## config.mk

```make
export PLATFORM = sky130hd
export DESIGN_NAME = pnfef_ctrl
export DESIGN_NICKNAME = d
export VERILOG_FILES = /design/src/rtl/core/pnfef_pkg.sv /design/src/rtl/core/pnfef_ctrl.sv
export SDC_FILE = /design/constraint.sdc
export NUM_CORES = 1
export LEC_CHECK = 0
export BUFFER_PORTS_ARGS = -buffer_cell sky130_fd_sc_hd__buf_2
export CAP_MARGIN = 30
export CORE_AREA = 5 5 42 44
export CTS_CLUSTER_SIZE = 12
export DETAILED_ROUTE_END_ITERATION = 6
export DIE_AREA = 0 0 47 49
export PLACE_DENSITY = 0.52
export SLEW_MARGIN = 10
export SYNTH_ARGS = -nofsm -noshare
export SYNTH_HDL_FRONTEND = slang
export SYNTH_SLANG_ARGS = --single-unit
```

## constraint.sdc

```tcl
create_clock -name clock -period 2.22 [get_ports clock]
set_clock_uncertainty 0.15 [all_clocks]
set_input_delay 0.222 -clock clock [delete_from_list [all_inputs] [get_ports clock]]
set_output_delay 0.222 -clock clock [all_outputs]
set_load 0.005 [all_outputs]
```

## src/rtl/core/pnfef_pkg.sv

```systemverilog
// ----------------------------------------------------------------------------
// Petri net package
// Shared types and command codes for the first-enabled firing block.
// ----------------------------------------------------------------------------
package pnfef_pkg;

   typedef enum logic [1:0] {
      CMD_SET_MARK = 2'd0,
      CMD_SET_ARC  = 2'd1,
      CMD_FIRE     = 2'd2,
      CMD_READ     = 2'd3
   } cmd_type;

   localparam int TSEL_W  = 4;
   localparam int PSEL_W  = 4;
   localparam int CNT_W   = 16;
   localparam int WGT_W   = 8;

   // Controller to datapath.
   typedef struct packed {
      logic set_mark;    // write marking entry from request
      logic set_arc;     // write arc pair from request
      logic scan_start;  // begin a fire scan at transition 0
      logic scan_next;   // advance the scan by one transition
      logic do_fire;     // apply current transition to the marking
      logic load_read;   // capture a read result
      logic load_dead;   // capture a dead result
   } ctrl_type;

   // Datapath to controller.
   typedef struct packed {
      logic enabled;     // current transition is enabled
      logic last;        // current transition is the last one
   } stat_type;

endpackage

```

## src/rtl/core/pnfef_ctrl.sv

```systemverilog
// ----------------------------------------------------------------------------
// Petri net controller
// Sequences loads, reads and the transition scan of a fire step.
// ----------------------------------------------------------------------------
module pnfef_ctrl (
   input  logic                clock,
   input  logic                reset,
   input  logic                req_valid,
   input  pnfef_pkg::cmd_type  req_cmd,
   output logic                req_ready,
   input  logic                rsp_busy,
   output logic                rsp_load,
   output pnfef_pkg::ctrl_type ctrl,
   input  pnfef_pkg::stat_type stat
);
   typedef enum logic [2:0] {
      ST_IDLE = 3'b001,
      ST_WAIT = 3'b010,
      ST_EVAL = 3'b100
   } state_type;

   state_type state_ff, state_in;
   logic      accept;

   assign accept    = req_valid && req_ready;
   // No request is taken while a result waits in the result register.
   assign req_ready = (state_ff == ST_IDLE) && !rsp_busy;

   always_comb begin
      state_in = state_ff;
      ctrl     = '0;
      rsp_load = 1'b0;
      unique case (state_ff)
         ST_IDLE: begin
            if (accept) begin
               unique case (req_cmd)
                  pnfef_pkg::CMD_SET_MARK: ctrl.set_mark = 1'b1;
                  pnfef_pkg::CMD_SET_ARC:  ctrl.set_arc  = 1'b1;
                  pnfef_pkg::CMD_FIRE: begin
                     ctrl.scan_start = 1'b1;
                     state_in        = ST_WAIT;
                  end
                  pnfef_pkg::CMD_READ: begin
                     ctrl.load_read = 1'b1;
                     rsp_load       = 1'b1;
                  end
                  default: ;
               endcase
            end
         end
         ST_WAIT: state_in = ST_EVAL; // RAM read latency
         ST_EVAL: begin
            if (stat.enabled) begin
               ctrl.do_fire = 1'b1;
               rsp_load     = 1'b1;
               state_in     = ST_IDLE;
            end else if (stat.last) begin
               ctrl.load_dead = 1'b1;
               rsp_load       = 1'b1;
               state_in       = ST_IDLE;
            end else begin
               ctrl.scan_next = 1'b1;
               state_in       = ST_WAIT;
            end
         end
         default: state_in = ST_IDLE;
      endcase
   end

   always_ff @(posedge clock) begin
      if (reset) begin
         state_ff <= ST_IDLE;
      end else begin
         state_ff <= state_in;
      end
   end
endmodule

```

## After elaboration in Yosys (flattened, before gate mapping)

Index checks and enable logic that the tools add are counted.

- Add/sub/neg operators: 0
- Multipliers: 0
- Div/mod/pow operators: 0
- Order comparisons: 0
- Equality and inequality tests: 8
- Shifts and indexed selects: 0
- Multiplexer cells: 22
- Bitwise operators: 0
- Reductions and logical operators: 5

Operator list:

| operator | number |
|---|---|
| $mux 1 | 13 |
| $mux 3 | 4 |
| $pmux 3 s3 | 1 |
| $mux 2 | 3 |
| $eq 2x2->1 const B | 2 |
| $eq 3x1->1 const B | 1 |
| $eq 3x2->1 const B | 1 |
| $eq 3x3->1 const B | 1 |
| $eq 2x1->1 const B | 1 |
| $logic_and 1x1->1 | 2 |
| $logic_not 2->1 | 1 |
| $ne 2x1->1 const B | 1 |
| $ne 2x2->1 const B | 1 |
| $pmux 1 s2 | 1 |
| $reduce_and 2->1 | 1 |
| $logic_not 1->1 | 1 |

- Register bits after elaboration: 3
- Bits in latches: 0
- Bits in writable memories: 0
- Memory bits (read-only): 0
- Word-level logic and storage cells: 36
- Memories kept: 0

## Logic depth before layout (Yosys ltp)

- Word-level depth: 5
- Mapped depth: 3
- Gate-level depth less buffers: 3

## Worst setup path before layout

No wires, ideal clock.

- Path type: register to output
- Start point: register state_ff[1]
- End point: output port ctrl[6] in the netlist's numbering
- Data arrival time: 987 ps
- Required time: 1848 ps
- Setup slack: 861 ps
- Stages on the path, launching flop included: 4
- Cells stage by stage: dfxtp_1 -> nor4b_4 -> nand2_2 -> nor3_1

RTL lines:

| item | RTL line | source |
|---|---|---|
| start: declaration | pnfef_ctrl.sv:22 | `state_type state_ff, state_in;` |
| start signal: assignment | pnfef_ctrl.sv:74 | `state_ff <= state_in;` |
| end: declaration | pnfef_ctrl.sv:13 | `output pnfef_pkg::ctrl_type ctrl,` |

==> metrics.md <==
| Metric | Value |
|---|---|
| Hold_ws | `0.0199 ns` |
| HP Start | `reset` |
| Reg-to-reg endpoint | `state_ff[0]$_SDFFE_PP1P_` |
| Root buf cell | `clkbuf_4` |
| Hold endpoint | `state_ff[2]$_SDFFE_PP0P_` |
| Register area share after synthesis | `0.249` |
| Synth Cell Area | `~240 sq um` |
| Syn_area_per_cell | `about 8.6 sq um` |
| Fmax | `0.582 GHz` |
| Unrepaired setup endpoints after global routing | `no` |
| Worst-margin pin slew | `0.298 ns` |
| First-pass DRT Iterations | `4` |
| CTS H-tree depth | `1` |
| Number of distinct library cells after synthesis | `20` |
| GRT Resource Usage Total | `0.0711` |
| Setup crit start kind | `flip-flop` |
| Leak | `0.000193 uW` |
| Peak VDD IR | `0.132 mV` |
| Antenna cells | `0` |
| Starting Density | `0.172` |
| Post-cts sizing count | `0` |
| Starting DRT DRC Count | `1` |
| Regs by FF count | `state_ff (3)` |
| Register bit total from synthesis | `3` |
| Cells on worst reg2reg path | `3` |
| CTS Buf Count | `3` |
| Final min period | `1.72 ns` |
| Primary FF master, synth | `dfxtp_1` |
| Final Setup Violations | `0` |
| Clock slew at reported path FFs | `around 0.04 ns` |
| Row count | `14` |
| Max clock buf depth | `2` |
| Syn-to-layout area delta | `52.3%` |
| Met2 GRT Util | `0.104` |
| Largest register FFs | `3` |
| Post-Syn Nets | `36` |
| Routing usage on met1 | `0.0789` |
| Post-DR wirelength/cell | `a little under 10 um` |
| PortBufs | `16` |
| Register-to-Register Setup Slack | `roughly 0.90 ns` |
| Total gr overflow | `0` |
| Fin crit share | `0.774` |
| Critical Path AT | `1.35 ns` |
| Core Area | `1400 sq um` |
| Setup TNS | `0 ns` |
| Max_cap viols | `0` |
| CTS tree | `done` |
| Die height | `49 um` |
| Worst skew pair latency | `0.23 ns` |
| Yosys synthesis warning count | `0` |
| Residual DRC | `0` |
| Initial antenna violation count | `0` |
| Grt met3 use | `0.0148` |
| Post-CTS setup buffers | `0` |
| Crit-path max FO | `5` |
| Global routing's busiest layer | `met2` |
| Crit. End Element | `output port` |
| Ys async rst share | `0` |
| Hold WC Path Type | `in2reg` |
| Area leader, netlist | `dfxtp_1` |
| Hold path depth | `2` |
| Vias in the first global route | `307` |
| Final hold violations | `0` |
| Post-Route WL | `630 um` |
| Status | `completed` |
| Die X | `~47 um` |
| Detail Placement HPWL | `527 um` |
| # IOs | `17` |
| Relative slew slack | `0.800` |
| First-pass GRT wire length | `1190 um` |
| Area share of the largest cell type after synthesis | `0.249` |
| Share of cells above drive strength 1 | `0.479` |
| Clock Sink Count | `3` |
| Area contributors post-synth | `dfxtp_1, nor3b_2, nor4b_4, nand2b_1, inv_1` |
| Worst path required time | `1.85 ns` |
| Die area | `2300 sq um` |
| Pin count of the biggest net entering global routing | `7` |
| P per Cell Area | `494 nW/um^2` |
| Post-synth EDFFs | `0` |
| Fillers | `166` |
| Via count | `around 280` |
| Overall power | `182 uW` |
| Critical path class | `reg2out` |
| Final Net Count | `57` |
| Vias per inst | `4.33` |
| Synth top cells by count | `dfxtp_1, inv_1` |
| R2r startpoint | `state_ff[2]$_SDFFE_PP0P_` |
| Fin. max-slew vios | `0` |
| Top reg by flops | `state_ff` |
| Synthesized instance count | `28` |
| # hold bufs at CTS | `0` |
| RD Place Congestion | `0.700` |
| Final ANT Viol Nets | `0` |
per-layer routing:
layer  up-vias  wire length, um
li1        144                -
met1       120              256
met3         0               56
met4         0                0
met5         -                0
met2        13              317
critical path, stage by stage (launching register included):
cell and delay (ns):
dfxtp_1 0.37, nor4b_4 0.35, nand2_2 0.12, nor3b_2 0.15
buf_2 0.13
how the worst max path moves through the flow:
stage / from / endpoint / slack [ns] / cells after the start
finish: state_ff[1]$_SDFFE_PP0P_ / ctrl[5] / 0.50 / 4
floorplan: state_ff[1]$_SDFFE_PP0P_ / ctrl[6] / 0.86 / 3
detailed placement: state_ff[1]$_SDFFE_PP0P_ / ctrl[5] / 0.74 / 4
global placement: state_ff[1]$_SDFFE_PP0P_ / ctrl[5] / 0.71 / 4
CTS: state_ff[1]$_SDFFE_PP0P_ / ctrl[5] / 0.47 / 4
global route: state_ff[2]$_SDFFE_PP0P_ / rsp_load / 0.35 / 4
report_power, final:
| part | switching [uW] | internal (uW) | total [uW] |
|---|---|---|---|
| Clock | 28.2 | 67.4 | 95.6 |
| Sequential | 2.15 | 55.5 | 57.7 |
| Combinational | 13.5 | 14.9 | 28.4 |
| Total | 43.8 | 138 | 182 |
cells in the final DEF, fill, tap and decap left out, drive strengths merged:
cell type   n
a21boi      1
a311oi      1
and2        1
and3b       1
buf        16
clkbuf      4
dfxtp       3
inv         3
nand2       3
nand2b      2
nand4b      1
nor2        2
nor3        1
nor3b       2
nor4        1
nor4b       1
nor4bb      1
o21a        1
o21ai       2
o311ai      1
cell type report:
class                      count  area (sq um)  share of cell area
inverter                       3          11.3              0.0306
multi-input combinational     22           170               0.463
timing repair buffer          16          80.1               0.218
sequential                     3          60.1               0.163
tap                           16          20.0              0.0544
clock buffer                   4          26.3              0.0714
logic make-up after synthesis:
family | synth area share
AOI/OAI and AO/OA | 0.176
and+or+nand+nor | 0.529
buffers and inverters | 0.0466
DFF | 0.249
through the flow:
step | worst slack, ns | cells | util | cell area [sq um]
CTS | 0.472 | 64 | 0.263 | 368
finish | 0.503 | 64 | 0.263 | 368
global placement | 0.713 | 60 | 0.244 | 342
detailed placement | 0.738 | 60 | 0.244 | 342
floorplan | 0.861 | 28 | - | 241
global route | 0.354 | 64 | 0.263 | 368
(Power assumes the default switching activity.)
